<file path="config.mk">
export PLATFORM = sky130hd
export DESIGN_NAME = selective_repeat_sender_window
export DESIGN_NICKNAME = d
export VERILOG_FILES = /design/src/sv/srsw_pkg.sv /design/src/sv/selective_repeat_sender_window.sv /design/src/sv/srsw_fifo.sv /design/src/sv/srsw_front.sv /design/src/sv/srsw_mod.sv /design/src/sv/srsw_back.sv
export SDC_FILE = /design/constraint.sdc
export NUM_CORES = 2
export LEC_CHECK = 0
export ABC_AREA = 1
export BUFFER_PORTS_ARGS = -buffer_cell sky130_fd_sc_hd__buf_2
export CORE_MARGIN = 2
export CORE_UTILIZATION = 57
export CTS_CLUSTER_DIAMETER = 40
export DETAILED_ROUTE_END_ITERATION = 8
export PLACE_DENSITY = 0.73
export SETUP_SLACK_MARGIN = 0.02
export SKIP_LAST_GASP = 1
export SLEW_MARGIN = 20
export SYNTH_ARGS = -nofsm -noshare
export SYNTH_HDL_FRONTEND = slang
export SYNTH_SLANG_ARGS = --single-unit
</file>
<file path="constraint.sdc">
create_clock -name clock -period 9.5 [get_ports clock]
set_clock_uncertainty 0.2 [all_clocks]
set_input_delay 1.9 -clock clock [delete_from_list [all_inputs] [get_ports clock]]
set_output_delay 1.9 -clock clock [all_outputs]
set_load 0.01 [all_outputs]
</file>
<file path="src/sv/srsw_pkg.sv">
// shared types and constants for the selective repeat sender window
// no dependencies; used by the top, front and back modules of the block
package srsw_pkg;

   // request codes on the input channel
   localparam logic [1:0] REQ_SEND = 2'd0;
   localparam logic [1:0] REQ_ACK  = 2'd1;
   localparam logic [1:0] REQ_TICK = 2'd2;

   // result kinds
   localparam logic [2:0] KIND_SENT    = 3'd0;
   localparam logic [2:0] KIND_FULL    = 3'd1;
   localparam logic [2:0] KIND_NONE    = 3'd2;
   localparam logic [2:0] KIND_TAKEN   = 3'd3;
   localparam logic [2:0] KIND_IGNORED = 3'd4;
   localparam logic [2:0] KIND_RESEND  = 3'd5;

   // configuration register indexes
   localparam logic [1:0] CSR_WINDOW_LENGTH = 2'd0;
   localparam logic [1:0] CSR_TOTAL_PACKETS = 2'd1;
   localparam logic [1:0] CSR_ADAPTIVE_MODE = 2'd2;
   localparam logic [1:0] CSR_START_TIMEOUT = 2'd3;

   // reset values of the configuration
   localparam logic [4:0]  RESET_WINDOW_LENGTH = 5'd4;
   localparam logic [31:0] RESET_TOTAL_PACKETS = 32'd1;
   localparam logic [31:0] RESET_START_TIMEOUT = 32'd500000;
   localparam logic [31:0] TIMEOUT_MAX         = 32'hFFFF_FFFF;

   typedef struct packed {
      logic [1:0]  req_type;
      logic [39:0] now_us;
      logic [31:0] ack_seq;
   } req_item_type;

   typedef struct packed {
      logic [2:0]  result_kind;
      logic [31:0] seq_num;
      logic [31:0] window_base;
      logic [31:0] current_timeout_out;
      logic        transfer_done;
      logic        last_of_run;
   } rsp_item_type;

   typedef enum logic [1:0] {
      OP_SEND,
      OP_ACK,
      OP_TICK
   } op_type;

   typedef struct packed {
      op_type      op;
      logic [39:0] now_us;
      logic [31:0] ack_seq;
   } cmd_item_type;

   typedef enum logic [3:0] {
      ST_IDLE,
      ST_SEND_MOD,
      ST_ACK_MOD,
      ST_ACK_CHK,
      ST_RTT_EST,
      ST_RTT_DEV,
      ST_RTT_TMO,
      ST_SLIDE_START,
      ST_SLIDE_RD,
      ST_SLIDE_CHK,
      ST_TICK_RD,
      ST_TICK_CHK,
      ST_EMIT
   } back_state_type;

endpackage

</file>
<file path="src/sv/selective_repeat_sender_window.sv">
// selective repeat sender window; one request at a time in the back end.
// send: the bit-serial slot index unit finds the slot, which is then claimed.
// ack: slot index, slot check, rtt update if adaptive, then the base slides.
// tick: unless done, each window slot is read and checked for a due resend.
// reset (synchronous): window empty, base and next sequence zero, config to defaults.
// depends on srsw_pkg, srsw_front, srsw_back, srsw_fifo
module selective_repeat_sender_window #(
   parameter int WIN_MAX   = 16,
   parameter int TIME_BITS = 40,
   parameter int SEQ_BITS  = 32
) (
   input  logic                   clock,
   input  logic                   reset,
   input  logic                   req_push,
   input  srsw_pkg::req_item_type req_data,
   output logic                   req_full,
   output logic                   rsp_empty,
   input  logic                   rsp_pop,
   output srsw_pkg::rsp_item_type rsp_data,
   input  logic                   csr_valid,
   output logic                   csr_ready,
   input  logic [1:0]             csr_index,
   input  logic [31:0]            csr_wdata
);
   logic                   cmd_valid, cmd_take;
   srsw_pkg::cmd_item_type cmd_data;
   logic                   res_push, res_full;
   srsw_pkg::rsp_item_type res_data;

   assign csr_ready = 1'b1;

   // request intake
   srsw_front u_front (
      .clock     (clock),
      .reset     (reset),
      .req_push  (req_push),
      .req_data  (req_data),
      .req_full  (req_full),
      .cmd_valid (cmd_valid),
      .cmd_data  (cmd_data),
      .cmd_take  (cmd_take)
   );

   // window engine
   srsw_back #(
      .WIN_MAX   (WIN_MAX),
      .TIME_BITS (TIME_BITS),
      .SEQ_BITS  (SEQ_BITS)
   ) u_back (
      .clock     (clock),
      .reset     (reset),
      .cmd_valid (cmd_valid),
      .cmd_data  (cmd_data),
      .cmd_take  (cmd_take),
      .csr_valid (csr_valid && csr_ready),
      .csr_index (csr_index),
      .csr_wdata (csr_wdata),
      .rsp_push  (res_push),
      .rsp_data  (res_data),
      .rsp_full  (res_full)
   );

   // result queue
   srsw_fifo #(
      .item_type (srsw_pkg::rsp_item_type),
      .DEPTH     (4)
   ) u_rsp_q (
      .clock     (clock),
      .reset     (reset),
      .push      (res_push),
      .push_data (res_data),
      .full      (res_full),
      .pop       (rsp_pop),
      .pop_data  (rsp_data),
      .empty     (rsp_empty)
   );
endmodule

</file>
<file path="src/sv/srsw_fifo.sv">
// small first-in first-out queue of any packed item type
// no dependencies; used for the command queue and the result queue
module srsw_fifo #(
   parameter type item_type = logic,
   parameter int  DEPTH     = 2
) (
   input  logic     clock,
   input  logic     reset,
   input  logic     push,
   input  item_type push_data,
   output logic     full,
   input  logic     pop,
   output item_type pop_data,
   output logic     empty
);
   localparam int PTR_W = (DEPTH > 1) ? $clog2(DEPTH) : 1;
   localparam int CNT_W = $clog2(DEPTH + 1);

   item_type          mem_ff [DEPTH];
   logic [PTR_W-1:0]  wr_ptr_ff, wr_ptr_in;
   logic [PTR_W-1:0]  rd_ptr_ff, rd_ptr_in;
   logic [CNT_W-1:0]  count_ff, count_in;
   logic              do_push, do_pop;

   assign full     = (count_ff == CNT_W'(DEPTH));
   assign empty    = (count_ff == '0);
   assign pop_data = mem_ff[rd_ptr_ff];
   assign do_push  = push && !full;
   assign do_pop   = pop && !empty;

   // pointer and count update
   always_comb begin
      wr_ptr_in = wr_ptr_ff;
      rd_ptr_in = rd_ptr_ff;
      count_in  = count_ff;
      if (do_push) begin
         wr_ptr_in = (32'(wr_ptr_ff) == DEPTH - 1) ? '0 : wr_ptr_ff + 1'b1;
      end
      if (do_pop) begin
         rd_ptr_in = (32'(rd_ptr_ff) == DEPTH - 1) ? '0 : rd_ptr_ff + 1'b1;
      end
      if (do_push && !do_pop) begin
         count_in = count_ff + 1'b1;
      end else if (do_pop && !do_push) begin
         count_in = count_ff - 1'b1;
      end
   end

   always_ff @(posedge clock) begin
      if (reset) begin
         wr_ptr_ff <= '0;
         rd_ptr_ff <= '0;
         count_ff  <= '0;
      end else begin
         wr_ptr_ff <= wr_ptr_in;
         rd_ptr_ff <= rd_ptr_in;
         count_ff  <= count_in;
      end
   end

   // storage
   always_ff @(posedge clock) begin
      if (do_push) begin
         mem_ff[wr_ptr_ff] <= push_data;
      end
   end
endmodule

</file>
<file path="src/sv/srsw_front.sv">
// front end: takes request transactions, drops unknown codes, queues commands
// depends on srsw_pkg and srsw_fifo
module srsw_front (
   input  logic                 clock,
   input  logic                 reset,
   input  logic                 req_push,
   input  srsw_pkg::req_item_type req_data,
   output logic                 req_full,
   output logic                 cmd_valid,
   output srsw_pkg::cmd_item_type cmd_data,
   input  logic                 cmd_take
);
   srsw_pkg::cmd_item_type cmd_new;
   logic                   known;
   logic                   q_full, q_empty;

   // classify the request code
   always_comb begin
      known       = 1'b1;
      cmd_new.op  = srsw_pkg::OP_SEND;
      cmd_new.now_us  = req_data.now_us;
      cmd_new.ack_seq = req_data.ack_seq;
      case (req_data.req_type)
         srsw_pkg::REQ_SEND: cmd_new.op = srsw_pkg::OP_SEND;
         srsw_pkg::REQ_ACK:  cmd_new.op = srsw_pkg::OP_ACK;
         srsw_pkg::REQ_TICK: cmd_new.op = srsw_pkg::OP_TICK;
         default:            known = 1'b0;
      endcase
   end

   assign req_full  = q_full;
   assign cmd_valid = !q_empty;

   // command queue toward the back end
   srsw_fifo #(
      .item_type (srsw_pkg::cmd_item_type),
      .DEPTH     (2)
   ) u_cmd_q (
      .clock     (clock),
      .reset     (reset),
      .push      (req_push && known),
      .push_data (cmd_new),
      .full      (q_full),
      .pop       (cmd_take),
      .pop_data  (cmd_data),
      .empty     (q_empty)
   );
endmodule

</file>
<file path="src/sv/srsw_mod.sv">
// iterative remainder unit: sequence number modulo window size, one bit a cycle
// depends on nothing outside this file
module srsw_mod #(
   parameter int SEQ_BITS = 32,
   parameter int CNT_W    = 5,
   parameter int SLOT_W   = 4
) (
   input  logic                clock,
   input  logic                reset,
   input  logic                start,
   input  logic [SEQ_BITS-1:0] dividend,
   input  logic [CNT_W-1:0]    divisor,
   output logic                done,
   output logic [SLOT_W-1:0]   rem
);
   localparam int STEP_W = $clog2(SEQ_BITS + 1);

   logic                busy_ff, busy_in;
   logic                done_ff, done_in;
   logic [STEP_W-1:0]   step_ff, step_in;
   logic [SEQ_BITS-1:0] shreg_ff, shreg_in;
   logic [CNT_W-1:0]    rem_ff, rem_in;
   logic [CNT_W-1:0]    div_ff, div_in;
   logic [CNT_W:0]      trial;

   assign done = done_ff;
   assign rem  = SLOT_W'(rem_ff);

   // restoring remainder step
   always_comb begin
      busy_in  = busy_ff;
      done_in  = 1'b0;
      step_in  = step_ff;
      shreg_in = shreg_ff;
      rem_in   = rem_ff;
      div_in   = div_ff;
      trial    = {rem_ff, shreg_ff[SEQ_BITS-1]};
      if (start) begin
         busy_in  = 1'b1;
         step_in  = STEP_W'(SEQ_BITS);
         shreg_in = dividend;
         rem_in   = '0;
         div_in   = divisor;
      end else if (busy_ff) begin
         shreg_in = shreg_ff << 1;
         if (trial >= {1'b0, div_ff}) begin
            rem_in = CNT_W'(trial - {1'b0, div_ff});
         end else begin
            rem_in = CNT_W'(trial);
         end
         step_in = step_ff - 1'b1;
         if (step_ff == STEP_W'(1)) begin
            busy_in = 1'b0;
            done_in = 1'b1;
         end
      end
   end

   always_ff @(posedge clock) begin
      if (reset) begin
         busy_ff <= 1'b0;
         done_ff <= 1'b0;
      end else begin
         busy_ff <= busy_in;
         done_ff <= done_in;
      end
   end

   always_ff @(posedge clock) begin
      step_ff  <= step_in;
      shreg_ff <= shreg_in;
      rem_ff   <= rem_in;
      div_ff   <= div_in;
   end
endmodule

</file>
<file path="src/sv/srsw_back.sv">
// back end: window state, slot memory, rtt estimator and result generation
// depends on srsw_pkg and srsw_mod
module srsw_back #(
   parameter int WIN_MAX   = 16,
   parameter int TIME_BITS = 40,
   parameter int SEQ_BITS  = 32
) (
   input  logic                   clock,
   input  logic                   reset,
   input  logic                   cmd_valid,
   input  srsw_pkg::cmd_item_type cmd_data,
   output logic                   cmd_take,
   input  logic                   csr_valid,
   input  logic [1:0]             csr_index,
   input  logic [31:0]            csr_wdata,
   output logic                   rsp_push,
   output srsw_pkg::rsp_item_type rsp_data,
   input  logic                   rsp_full
);
   localparam int SLOT_W = (WIN_MAX > 1) ? $clog2(WIN_MAX) : 1;
   localparam int CNT_W  = $clog2(WIN_MAX + 1);

   typedef struct packed {
      logic [SEQ_BITS-1:0]  seq;
      logic [TIME_BITS-1:0] stamp;
   } slot_entry_type;

   // configuration
   logic [4:0]  wl_ff;
   logic [31:0] total_ff;
   logic        adapt_ff;

   // window state
   srsw_pkg::back_state_type state_ff, state_in;
   srsw_pkg::cmd_item_type   cmd_ff, cmd_in;
   logic [SEQ_BITS-1:0]  base_ff, base_in;
   logic [SEQ_BITS-1:0]  next_ff, next_in;
   logic [WIN_MAX-1:0]   filled_ff, filled_in;
   logic [WIN_MAX-1:0]   acked_ff, acked_in;
   logic [WIN_MAX-1:0]   resent_ff, resent_in;
   logic [TIME_BITS-1:0] est_ff, est_in;
   logic [TIME_BITS-1:0] dev_ff, dev_in;
   logic [TIME_BITS-1:0] sample_ff, sample_in;
   logic [31:0]          timeout_ff, timeout_in;
   logic                 done_ff, done_in;
   logic [SLOT_W-1:0]    slot_ff, slot_in;
   logic [CNT_W-1:0]     cnt_ff, cnt_in;
   logic [2:0]           res_kind_ff, res_kind_in;
   logic [31:0]          res_seq_ff, res_seq_in;
   logic                 pend_ff, pend_in;

   // slot memory
   slot_entry_type       mem_ff [WIN_MAX];
   slot_entry_type       rd_ff;
   logic [SLOT_W-1:0]    rd_addr;
   logic                 mem_we;
   logic [SLOT_W-1:0]    mem_wa;
   slot_entry_type       mem_wd;

   // helpers
   logic [CNT_W-1:0]     win;
   logic                 mod_start, mod_done;
   logic [SEQ_BITS-1:0]  mod_dividend;
   logic [SLOT_W-1:0]    mod_rem;
   logic [TIME_BITS-1:0] now_t;
   logic [SEQ_BITS-1:0]  sq;
   logic [SLOT_W-1:0]    idx;
   logic [TIME_BITS-1:0] gap;
   logic [33:0]          tmo_sum;
   logic                 last_flag;
   logic                 tick_due;

   // effective window size, clamped to 1..WIN_MAX
   always_comb begin
      if (wl_ff == '0) begin
         win = CNT_W'(1);
      end else if (32'(wl_ff) > WIN_MAX) begin
         win = CNT_W'(WIN_MAX);
      end else begin
         win = CNT_W'(wl_ff);
      end
   end

   assign now_t   = TIME_BITS'(cmd_ff.now_us);
   assign sq      = SEQ_BITS'(cmd_ff.ack_seq);
   assign idx     = cnt_ff[SLOT_W-1:0];
   assign gap     = (sample_ff >= est_ff) ? sample_ff - est_ff : est_ff - sample_ff;
   assign tmo_sum = 34'(est_ff[31:0]) + {2'b00, dev_ff[29:0], 2'b00};
   assign tick_due = filled_ff[idx] && !acked_ff[idx] &&
                     ((now_t - rd_ff.stamp) > TIME_BITS'(timeout_ff));

   // result transaction toward the output queue
   assign rsp_data.result_kind         = res_kind_ff;
   assign rsp_data.seq_num             = res_seq_ff;
   assign rsp_data.window_base         = 32'(base_ff);
   assign rsp_data.current_timeout_out = timeout_ff;
   assign rsp_data.transfer_done       = done_ff;
   assign rsp_data.last_of_run         = last_flag;

   // sequencer
   always_comb begin
      state_in    = state_ff;
      cmd_in      = cmd_ff;
      base_in     = base_ff;
      next_in     = next_ff;
      filled_in   = filled_ff;
      acked_in    = acked_ff;
      resent_in   = resent_ff;
      est_in      = est_ff;
      dev_in      = dev_ff;
      sample_in   = sample_ff;
      timeout_in  = timeout_ff;
      done_in     = done_ff;
      slot_in     = slot_ff;
      cnt_in      = cnt_ff;
      res_kind_in = res_kind_ff;
      res_seq_in  = res_seq_ff;
      pend_in     = pend_ff;
      cmd_take    = 1'b0;
      rsp_push    = 1'b0;
      last_flag   = 1'b1;
      mod_start   = 1'b0;
      mod_dividend = next_ff;
      rd_addr     = idx;
      mem_we      = 1'b0;
      mem_wa      = slot_ff;
      mem_wd.seq  = next_ff;
      mem_wd.stamp = now_t;

      case (state_ff)
         srsw_pkg::ST_IDLE: begin
            if (cmd_valid) begin
               cmd_take = 1'b1;
               cmd_in   = cmd_data;
               case (cmd_data.op)
                  srsw_pkg::OP_SEND: begin
                     res_seq_in = 32'(next_ff);
                     if ((next_ff - base_ff) >= SEQ_BITS'(win)) begin
                        res_kind_in = srsw_pkg::KIND_FULL;
                        state_in    = srsw_pkg::ST_EMIT;
                     end else if (done_ff || (32'(next_ff) >= total_ff)) begin
                        res_kind_in = srsw_pkg::KIND_NONE;
                        state_in    = srsw_pkg::ST_EMIT;
                     end else begin
                        mod_start = 1'b1;
                        state_in  = srsw_pkg::ST_SEND_MOD;
                     end
                  end
                  srsw_pkg::OP_ACK: begin
                     res_kind_in = srsw_pkg::KIND_IGNORED;
                     res_seq_in  = cmd_data.ack_seq;
                     if (done_ff ||
                         ((SEQ_BITS'(cmd_data.ack_seq) - base_ff) >= SEQ_BITS'(win))) begin
                        state_in = srsw_pkg::ST_EMIT;
                     end else begin
                        mod_start    = 1'b1;
                        mod_dividend = SEQ_BITS'(cmd_data.ack_seq);
                        state_in     = srsw_pkg::ST_ACK_MOD;
                     end
                  end
                  srsw_pkg::OP_TICK: begin
                     cnt_in  = '0;
                     pend_in = 1'b0;
                     if (!done_ff) begin
                        state_in = srsw_pkg::ST_TICK_RD;
                     end
                  end
                  default: state_in = srsw_pkg::ST_IDLE;
               endcase
            end
         end

         // claim the slot of the next sequence number
         srsw_pkg::ST_SEND_MOD: begin
            if (mod_done) begin
               filled_in[mod_rem] = 1'b1;
               acked_in[mod_rem]  = 1'b0;
               resent_in[mod_rem] = 1'b0;
               mem_we       = 1'b1;
               mem_wa       = mod_rem;
               mem_wd.seq   = next_ff;
               mem_wd.stamp = now_t;
               res_kind_in  = srsw_pkg::KIND_SENT;
               next_in      = next_ff + 1'b1;
               state_in     = srsw_pkg::ST_EMIT;
            end
         end

         srsw_pkg::ST_ACK_MOD: begin
            rd_addr = mod_rem;
            if (mod_done) begin
               slot_in  = mod_rem;
               state_in = srsw_pkg::ST_ACK_CHK;
            end
         end

         // check the slot against the acknowledged sequence number
         srsw_pkg::ST_ACK_CHK: begin
            if (!filled_ff[slot_ff] || acked_ff[slot_ff] || (rd_ff.seq != sq)) begin
               state_in = srsw_pkg::ST_EMIT;
            end else begin
               acked_in[slot_ff] = 1'b1;
               res_kind_in = srsw_pkg::KIND_TAKEN;
               res_seq_in  = 32'(sq);
               sample_in   = now_t - rd_ff.stamp;
               if (adapt_ff && !resent_ff[slot_ff]) begin
                  state_in = srsw_pkg::ST_RTT_EST;
               end else begin
                  state_in = srsw_pkg::ST_SLIDE_START;
               end
            end
         end

         // estimator: smoothed rtt, deviation, then timeout
         srsw_pkg::ST_RTT_EST: begin
            est_in   = est_ff - (est_ff >> 3) + (sample_ff >> 3);
            state_in = srsw_pkg::ST_RTT_DEV;
         end
         srsw_pkg::ST_RTT_DEV: begin
            dev_in   = dev_ff - (dev_ff >> 2) + (gap >> 2);
            state_in = srsw_pkg::ST_RTT_TMO;
         end
         srsw_pkg::ST_RTT_TMO: begin
            if ((est_ff > TIME_BITS'(32'hFFFF_FFFF)) || (dev_ff > TIME_BITS'(32'h3FFF_FFFF)) ||
                (tmo_sum[33:32] != 2'b00)) begin
               timeout_in = srsw_pkg::TIMEOUT_MAX;
            end else begin
               timeout_in = tmo_sum[31:0];
            end
            state_in = srsw_pkg::ST_SLIDE_START;
         end

         srsw_pkg::ST_SLIDE_START: begin
            cnt_in = '0;
            if (sq == base_ff) begin
               state_in = srsw_pkg::ST_SLIDE_RD;
            end else begin
               state_in = srsw_pkg::ST_EMIT;
            end
         end

         srsw_pkg::ST_SLIDE_RD: begin
            rd_addr  = slot_ff;
            state_in = srsw_pkg::ST_SLIDE_CHK;
         end

         // move the base past one acknowledged slot
         srsw_pkg::ST_SLIDE_CHK: begin
            if (filled_ff[slot_ff] && acked_ff[slot_ff] && (rd_ff.seq == base_ff)) begin
               if ((33'(base_ff) + 33'd1) == 33'(total_ff)) begin
                  done_in = 1'b1;
               end
               filled_in[slot_ff] = 1'b0;
               acked_in[slot_ff]  = 1'b0;
               resent_in[slot_ff] = 1'b0;
               base_in = base_ff + 1'b1;
               if ((base_in == '0) || ((32'(slot_ff) + 1) == 32'(win))) begin
                  slot_in = '0;
               end else begin
                  slot_in = slot_ff + 1'b1;
               end
               cnt_in = cnt_ff + 1'b1;
               if ((32'(cnt_ff) + 1) == 32'(win)) begin
                  state_in = srsw_pkg::ST_EMIT;
               end else begin
                  state_in = srsw_pkg::ST_SLIDE_RD;
               end
            end else begin
               state_in = srsw_pkg::ST_EMIT;
            end
         end

         srsw_pkg::ST_TICK_RD: begin
            state_in = srsw_pkg::ST_TICK_CHK;
         end

         // resend check; the previous resend goes out once a later one is found
         srsw_pkg::ST_TICK_CHK: begin
            if (!(tick_due && pend_ff && rsp_full)) begin
               if (tick_due) begin
                  resent_in[idx] = 1'b1;
                  mem_we       = 1'b1;
                  mem_wa       = idx;
                  mem_wd.seq   = rd_ff.seq;
                  mem_wd.stamp = now_t;
                  if (pend_ff) begin
                     rsp_push  = 1'b1;
                     last_flag = 1'b0;
                  end
                  res_kind_in = srsw_pkg::KIND_RESEND;
                  res_seq_in  = 32'(rd_ff.seq);
                  pend_in     = 1'b1;
               end
               cnt_in = cnt_ff + 1'b1;
               if ((32'(cnt_ff) + 1) == 32'(win)) begin
                  if (pend_in) begin
                     state_in = srsw_pkg::ST_EMIT;
                  end else begin
                     state_in = srsw_pkg::ST_IDLE;
                  end
               end else begin
                  state_in = srsw_pkg::ST_TICK_RD;
               end
            end
         end

         srsw_pkg::ST_EMIT: begin
            if (!rsp_full) begin
               rsp_push = 1'b1;
               pend_in  = 1'b0;
               state_in = srsw_pkg::ST_IDLE;
            end
         end

         default: state_in = srsw_pkg::ST_IDLE;
      endcase
   end

   // control state and configuration
   always_ff @(posedge clock) begin
      if (reset) begin
         state_ff   <= srsw_pkg::ST_IDLE;
         base_ff    <= '0;
         next_ff    <= '0;
         filled_ff  <= '0;
         acked_ff   <= '0;
         resent_ff  <= '0;
         est_ff     <= '0;
         dev_ff     <= '0;
         timeout_ff <= srsw_pkg::RESET_START_TIMEOUT;
         done_ff    <= 1'b0;
         pend_ff    <= 1'b0;
         wl_ff      <= srsw_pkg::RESET_WINDOW_LENGTH;
         total_ff   <= srsw_pkg::RESET_TOTAL_PACKETS;
         adapt_ff   <= 1'b0;
      end else begin
         state_ff   <= state_in;
         base_ff    <= base_in;
         next_ff    <= next_in;
         filled_ff  <= filled_in;
         acked_ff   <= acked_in;
         resent_ff  <= resent_in;
         est_ff     <= est_in;
         dev_ff     <= dev_in;
         timeout_ff <= timeout_in;
         done_ff    <= done_in;
         pend_ff    <= pend_in;
         if (csr_valid) begin
            case (csr_index)
               srsw_pkg::CSR_WINDOW_LENGTH: wl_ff    <= csr_wdata[4:0];
               srsw_pkg::CSR_TOTAL_PACKETS: total_ff <= csr_wdata;
               srsw_pkg::CSR_ADAPTIVE_MODE: adapt_ff <= csr_wdata[0];
               srsw_pkg::CSR_START_TIMEOUT: timeout_ff <= csr_wdata;
               default: wl_ff <= wl_ff;
            endcase
         end
      end
   end

   // payload registers
   always_ff @(posedge clock) begin
      cmd_ff      <= cmd_in;
      sample_ff   <= sample_in;
      slot_ff     <= slot_in;
      cnt_ff      <= cnt_in;
      res_kind_ff <= res_kind_in;
      res_seq_ff  <= res_seq_in;
   end

   // slot memory, one write and one registered read a cycle
   always_ff @(posedge clock) begin
      if (mem_we) begin
         mem_ff[mem_wa] <= mem_wd;
      end
      rd_ff <= mem_ff[rd_addr];
   end

   // slot index of a sequence number
   srsw_mod #(
      .SEQ_BITS (SEQ_BITS),
      .CNT_W    (CNT_W),
      .SLOT_W   (SLOT_W)
   ) u_mod (
      .clock    (clock),
      .reset    (reset),
      .start    (mod_start),
      .dividend (mod_dividend),
      .divisor  (win),
      .done     (mod_done),
      .rem      (mod_rem)
   );
endmodule
</file>
---- After elaboration in Yosys (flattened, before gate mapping) ----
Memories as Yosys holds them, arrays and structs flattened. A register that Yosys moved wholly into a read port is not among the register bits.
Index checks and enable logic that the tools add are counted.
Widths: inputs -> output; s select.
word-level totals
  register bits ........................... 485
  memory bits (writable) .................. 1704
  input port bits ......................... 113
  output and inout port bits .............. 104
  logic and storage cells ................. 353
  memories ................................ 3
memories
  memory                  depth  width  rd ports  clocked after Yosys merged registers in  write ports  line             RTL
  u_back.mem_ff           16     72     1         1                                        1            srsw_back.sv:53  slot_entry_type mem_ff [WIN_MAX];
  u_rsp_q.mem_ff          4      101    1         1                                        1            srsw_fifo.sv:19  item_type mem_ff [DEPTH];
  u_front.u_cmd_q.mem_ff  2      74     1         1                                        1            srsw_fifo.sv:19
operators by class
  add/subtract/negate cells ............... 27
  $lt $le $gt $ge ......................... 15
  eq/ne operators ......................... 42
  mux-type cells .......................... 144
  bitwise operators ....................... 13
  reductions and logical operators ........ 76
operator list
  operator               count
  $mux 32                14
  $mux 72                3
  $mux 16                9
  $sub 40x40->40         3
  $pmux 16 s3            2
  $pmux 32 s3            1
  $and 16x16->16         5
  $mux 4                 17
  $add 32x1->32 const B  2
  $eq 32x32->1           2
  $eq 32x5->1            2
  $ge 32x5->1            2
  $pmux 32 s2            1
  $sub 32x32->32         2
  $pmux 4 s13            1
  $mux 1                 48
  $or 16x16->16          3
  $add 40x37->40         1
  $add 40x38->40         1
  $ge 40x40->1           1
  $gt 40x30->1 const B   1
  $gt 40x32->1           1
  $gt 40x32->1 const B   1
  $mux 40                1
  68 further kinds       193

---- Depth between registers and ports, before layout ----
  depth in word-level cells ............... 14
  mapped depth ............................ 38
  depth with buffers taken out ............ 37

---- By module ----
From an unflattened synthesis, not the netlist that was laid out.
unflattened totals
  cell total of the unflattened synthesis .. 11783
  area, all modules ....................... 116000.0 sq um
modules (own cells, without submodules)
  module                          instances  cells each  area each (sq um)  seq. area each (sq um)
  srsw_back                       1          10196       91500.3            46084.2
  srsw_fifo at u_rsp_q            1          1048        16269.4            12311.8
  srsw_fifo at u_front.u_cmd_q    1          267         5833.1             4544.4
  srsw_mod                        1          263         2358.5             1371.3
  srsw_front                      1          7           27.5               0.0
  selective_repeat_sender_window  1          2           11.3               0.0

---- Worst setup path before layout ----
No wires, ideal clock.
  path type ............................... flip-flop to flip-flop
  start point ............................. reg u_back.cmd_ff (netlist bit u_back.now_t[0])
  end point ............................... reg u_back.res_seq_ff[0] (enable)
  library setup time ...................... 0.594 ns
  arrival time ............................ 8.158 ns
  data required time ...................... 8.706 ns
  path slack .............................. 0.548 ns
  cell stages (with the launch flop) ...... 29
  path buffers ............................ 0
  period minus slack after synthesis ...... 8.952 ns
  cells stage by stage .................... edfxtp_1 > inv_1 > ha_1 > fa_1 > inv_1 > nand3_1 > nand3_1 > nand2_1 > nand2_1 > nand2_1 > nand2_1 > xor2_1 > ha_1 > nand2_1 > nor2_1 > nand2_1 > nor2_1 > nand2_1 > nand3_1 > nand2_1 > nand2_1 > nand2_1 > nand3_1 > nor2_1 > nand2_2 > o211ai_1 > nand2_1 > inv_1 > a2111oi_0
on the way
  cells in the longest elaborated chain, start to end .. 7
  elaborated cells on any way between the ends .. 8
  those cells by class .................... 1 x add/sub; 1 x order compare; 2 x eq/ne; 4 x reduce/logical
ends and longest elaborated chain
  what                            line              RTL
  from (decl)                     srsw_back.sv:35   srsw_pkg::cmd_item_type cmd_ff, cmd_in;
  from (signal assigned)          srsw_back.sv:362  cmd_ff <= cmd_in;
  $sub 40x40->40 *                srsw_back.sv:90   ((now_t - rd_ff.stamp) > TIME_BITS'(timeout_ff));
  $gt 40x32->1 *                  srsw_back.sv:90
  $logic_and 1x1->1 *             srsw_back.sv:89   assign tick_due = filled_ff[idx] && !acked_ff[idx] &&
  $logic_and 1x1->1 (2 in a row)  srsw_back.sv:279  if (!(tick_due && pend_ff && rsp_full)) begin
  $ne 2x2->1 (no line)            --
  $reduce_and 6->1 (no line) *    --
  to (signal assigned)            srsw_back.sv:367  res_seq_ff <= res_seq_in;
  to (decl)                       srsw_back.sv:49   logic [31:0] res_seq_ff, res_seq_in;
Mark *: on every way between the ends. The rest lies on a longest branch, timed or not.
A chain may end at the register's enable or synchronous reset.

---- Worst setup path in the final report ----
  start point ............................. reg u_back.cmd_ff (netlist bit u_back.now_t[7])
  end point ............................... mem u_back.mem_ff[11][28] (netlist bit) (enable)
on the way
  cells in the longest elaborated chain, start to end .. 9
  elaborated cells on any way between the ends .. 13
  those cells by class .................... 1 x add/sub; 1 x order compare; 8 x mux; 3 x reduce/logical
ends and longest elaborated chain
  what                            line              RTL
  $sub 40x40->40 *                srsw_back.sv:90
  $gt 40x32->1 *                  srsw_back.sv:90
  $logic_and 1x1->1 *             srsw_back.sv:89
  $logic_and 1x1->1 (2 in a row)  srsw_back.sv:279
  $mux 1                          srsw_back.sv:279
  $pmux 1 s2                      srsw_back.sv:130  case (state_ff)
  $mux 1                          srsw_back.sv:372  if (mem_we) begin
  $mux 1 (implied by the code)    srsw_back.sv:373  mem_ff[mem_wa] <= mem_wd;
  to (decl)                       srsw_back.sv:53
Marks and branches as above.

==> results.toml <==
[run_status]
status = "complete, no violations"

[final_layout]
finalCoreUtilization_pct = 65.2
area.growth.synth_to_final_pct = 13.5
final_cells = 14900
final_cell_area_mm2 = 0.130
fillCellCount = 15700
fin_nets = 12600
fraction_of_final_layout_cells_sized_beyond_drive_strength_1_pct = 9.51

[synth]
synth_top_area_share_pct = 49.7
post-synth-top-area-cell = "sky130_fd_sc_hd__edfxtp_1"
synth_cell_types = 72
syn-num-nets = 12400
synth_top_flop_cell = "sky130_fd_sc_hd__edfxtp_1"
synthAdderAreaFrac_pct = 5.69
gate_count_post_synth = 11800
simple_gate_share_of_the_synthesized_area_pct = 12.6
async_flop_share_pct = 0
synth_seq_area_share_pct = 56.1
yosys-mux-area-fraction_pct = 1.68
post_syn_area_per_cell_um2 = 9.75
yosys.area_share.xor_xnor_pct = 2.39
synth_seq_cells = 2264
synth_edf_count = 1897
syn-cell-area_mm2 = 0.115
synth-compound-area-share_pct = 14.3
synth.cells.most_frequent = "sky130_fd_sc_hd__edfxtp_1, sky130_fd_sc_hd__nand2_1, sky130_fd_sc_hd__inv_1, sky130_fd_sc_hd__o21ai_0, sky130_fd_sc_hd__a21oi_1"
synth_top_family_by_area = "compound AO/OA/AOI/OAI gates"
synthesis.yosys.warnings = 0
post_synth_main_area_contributors = "sky130_fd_sc_hd__edfxtp_1, sky130_fd_sc_hd__dfxtp_1, sky130_fd_sc_hd__nand2_1, sky130_fd_sc_hd__inv_1, sky130_fd_sc_hd__o21ai_0"
yosysMostFrequentCell = "sky130_fd_sc_hd__edfxtp_1"

[floorplanning]
fp.dieW_um = 453
boundaryPins = 217
row_count = 164
dieHeight_um = 453
floorplan.initialDensity_pct = 57.4
placeable_core_region_mm2 = 0.200
fp.dieArea_mm2 = 0.205

[setup_path]
critical_path.reg2reg.endpoint = "u_back.mem_ff[11][28]"
timing.critical_path.required_ps = 9860
timing.reg2reg.setup_slack_ps = 2160
worst_setup_path_end_kind = "flop"
crit-reg2reg-launch = "u_back.now_t[7]"
startpoint_type = "flop"
cp.arrival_ps = 7700
worst_path_fanout_max = 39
setup.worst_path.class = "reg -> reg"
rr_worst_depth = 27

[clock_tree]
cts_hold_buffers = 0
clock-sinks = 2264
tritoncts = "done"
clkLatencyLatePin_ps = 960
post_cts.resized_instances = 0
clk_pin_slew_ps = 50
post_cts.repair.setup_buffers = 0
clk_path_buf_depth = 4
ctsHtreeMaxLevel = 5
tritoncts.num_buffers = 333
ctsRootBufferMaster = "sky130_fd_sc_hd__clkbuf_16"

[placed_design]
placement.cell_area_mm2 = 0.119
place.detailed.hpwl_um = 260000
placement.io_buffers = 215
dpl.cell_count = 14300
gp_weighted_congestion = 1.12

[sta]
grt_setup_unrepaired = "no"
timing.setup.tns_ps = 0
finalSetupViolCount = 0
worst-slew-pin-transition_ps = 1190
slew_viols_final = 0
part_of_the_cycle_the_worst_path_needs_pct = 77.2
hold_fails_final_rpt = 0
max_slew_margin_pct = 19.9
timing.final.crit_period_ps = 7340
clock.fmax_ghz = 0.136
final.hold.worst_slack_ps = 244

[min_path]
hold_end = "u_back.resent_ff[8]"
timing.hold.worst.class = "reg -> reg"
min_delay_path_depth = 2
min_delay_startpoint = "u_back.resent_ff[8]"

[detailed_routing]
firstDrtPassIters = 8
route.detailed.wl_per_inst_um = 25.0
via_per_inst = 6.05
drt-initial-drc-count = 12100
antenna_violating_nets_post_route = 0
remaining_design_rule_violation_count = 0
route.final.wire_length_um = 374000
vias = 90300

[global_route]
grt_pass1_wl_um = 545000
via_count_of_the_first_global_routing_pass = 85400
grt_max_degree = 232
number_of_antenna_violations_at_the_first_check_in_global_routing = 34
grt-ovfl-total = 0
track_usage_pct = 35.7

[run]
maxCapViolCount = 0

[power_and_ir_drop]
leakage_nw = 51.8
ir_worst_vdd_v = 0.000471
power_density_mw_per_mm2 = 334
-- critical path, stage by stage, from the launching register on --
cell,delay [ps]
sky130_fd_sc_hd__edfxtp_1,660
sky130_fd_sc_hd__ha_1,520
sky130_fd_sc_hd__nand2_1,120
sky130_fd_sc_hd__nor2_1,320
sky130_fd_sc_hd__nand2_1,90
sky130_fd_sc_hd__nor2_1,90
sky130_fd_sc_hd__nand2_1,50
sky130_fd_sc_hd__nand3_1,160
sky130_fd_sc_hd__nand3_1,100
sky130_fd_sc_hd__nand2_1,100
sky130_fd_sc_hd__xor2_1,460
sky130_fd_sc_hd__ha_1,240
sky130_fd_sc_hd__nand4_1,120
sky130_fd_sc_hd__nor2_1,190
sky130_fd_sc_hd__nand2_1,70
sky130_fd_sc_hd__nand2_1,50
sky130_fd_sc_hd__nand2_1,40
sky130_fd_sc_hd__nand3_1,70
sky130_fd_sc_hd__nor2_1,50
sky130_fd_sc_hd__nand2_2,180
sky130_fd_sc_hd__o2111ai_2,610
sky130_fd_sc_hd__o21ai_0,380
sky130_fd_sc_hd__nand2_1,80
sky130_fd_sc_hd__nand2_1,140
sky130_fd_sc_hd__nand3_1,360
sky130_fd_sc_hd__nor2_4,180
sky130_fd_sc_hd__buf_4,540
sky130_fd_sc_hd__buf_4,710
-- kinds of logic after synthesis --
logic type               Yosys count
buffers and inverters           2180
AO/OA/AOI/OAI                   2962
flip-flops                      2264
other                              1
AND/OR/NAND/NOR                 3386
adder cells (fa/ha/maj)          473
multiplexers                     187
XOR/XNOR                         313
-- worst max-delay path by stage --
stage	start	to	depth (start not counted)	slack (ps)
after global placement	u_back.now_t[7]	u_back.mem_ff[11][39]	27	2320
after floorplan	u_back.now_t[0]	u_back.res_seq_ff[0]	28	550
after global routing	u_back.now_t[7]	u_back.mem_ff[11][28]	29	1620
after CTS	u_back.now_t[8]	u_back.mem_ff[11][33]	27	2240
after detailed placement	u_back.now_t[12]	u_back.mem_ff[11][39]	28	2260
final	u_back.now_t[7]	u_back.mem_ff[11][28]	27	2160
-- metal layers --
layer,vias up,global-route usage (%),wire length (um),share of wire [%]
met3,898,7.26,38800,10
met1,43300,50.7,155000,41
li1,41200,-,-,-
met4,8,16.2,18600,5.0
met5,-,0,51,0.014
met2,4911,53.0,162000,43
-- placed cells by master, fill, tap and decap left out, types with 148 or more instances in the layout --
| cell | synthesis | final |
|---|---|---|
| sky130_fd_sc_hd__ha_1 | 392 | 392 |
| sky130_fd_sc_hd__o21ai_0 | 1232 | 1227 |
| sky130_fd_sc_hd__dfxtp_1 | 367 | 364 |
| sky130_fd_sc_hd__inv_1 | 1678 | 1675 |
| sky130_fd_sc_hd__buf_4 | 4 | 148 |
| sky130_fd_sc_hd__o211ai_1 | 337 | 337 |
| sky130_fd_sc_hd__xor2_1 | 201 | 201 |
| sky130_fd_sc_hd__nand3_1 | 450 | 450 |
| sky130_fd_sc_hd__edfxtp_1 | 1897 | 1897 |
| sky130_fd_sc_hd__clkbuf_16 | 0 | 339 |
| sky130_fd_sc_hd__nor2_1 | 835 | 806 |
| sky130_fd_sc_hd__nand2_1 | 1680 | 1679 |
| sky130_fd_sc_hd__buf_2 | 83 | 214 |
| sky130_fd_sc_hd__a21oi_1 | 1044 | 1041 |
-- layout make-up --
| type | instances | area (um^2) | share of cell area (%) |
|---|---|---|---|
| repair buffers | 380 | 2540 | 1.95 |
| well taps | 2656 | 3320 | 2.55 |
| multi-input cells | 7322 | 42300 | 32.5 |
| clock inverters | 201 | 2370 | 1.82 |
| flip-flops and latches | 2264 | 64300 | 49.4 |
| diodes | 16 | 40.0 | 0.0307 |
| clock buffers | 392 | 8860 | 6.81 |
| inverters | 1712 | 6440 | 4.94 |
-- per-stage QoR --
stage                     setup slack [ps]  power (mW)
final                                 2160        43.5
after global routing                  1620        45.7
after CTS                             2240        43.1
after detailed placement              2260        30.7
after global placement                2320        30.5
after floorplan                        548        24.9
-- registers in the layout, summed over array words and instances (netlist names), 40 cells and up, named ones only --
| signal | cells |
|---|---|
| u_back.sample_ff | 40 |
| u_back.rd_ff | 72 |
| u_back.mem_ff | 1152 |
| u_back.now_t | 40 |
| u_front.u_cmd_q.mem_ff | 148 |
| u_rsp_q.mem_ff | 404 |
| u_back.dev_ff | 40 |
| u_back.est_ff | 40 |
-- where the power goes --
group / leakage, nW / switching [mW] / total, mW / internal [mW]
sequential: 19.3 / 1.24 / 13.5 / 12.3
clock: 5.41 / 4.57 / 12.3 / 7.76
combinational: 27.1 / 12.2 / 17.6 / 5.47
total: 51.8 / 18.0 / 43.5 / 25.5
(Power assumes the default switching activity.)
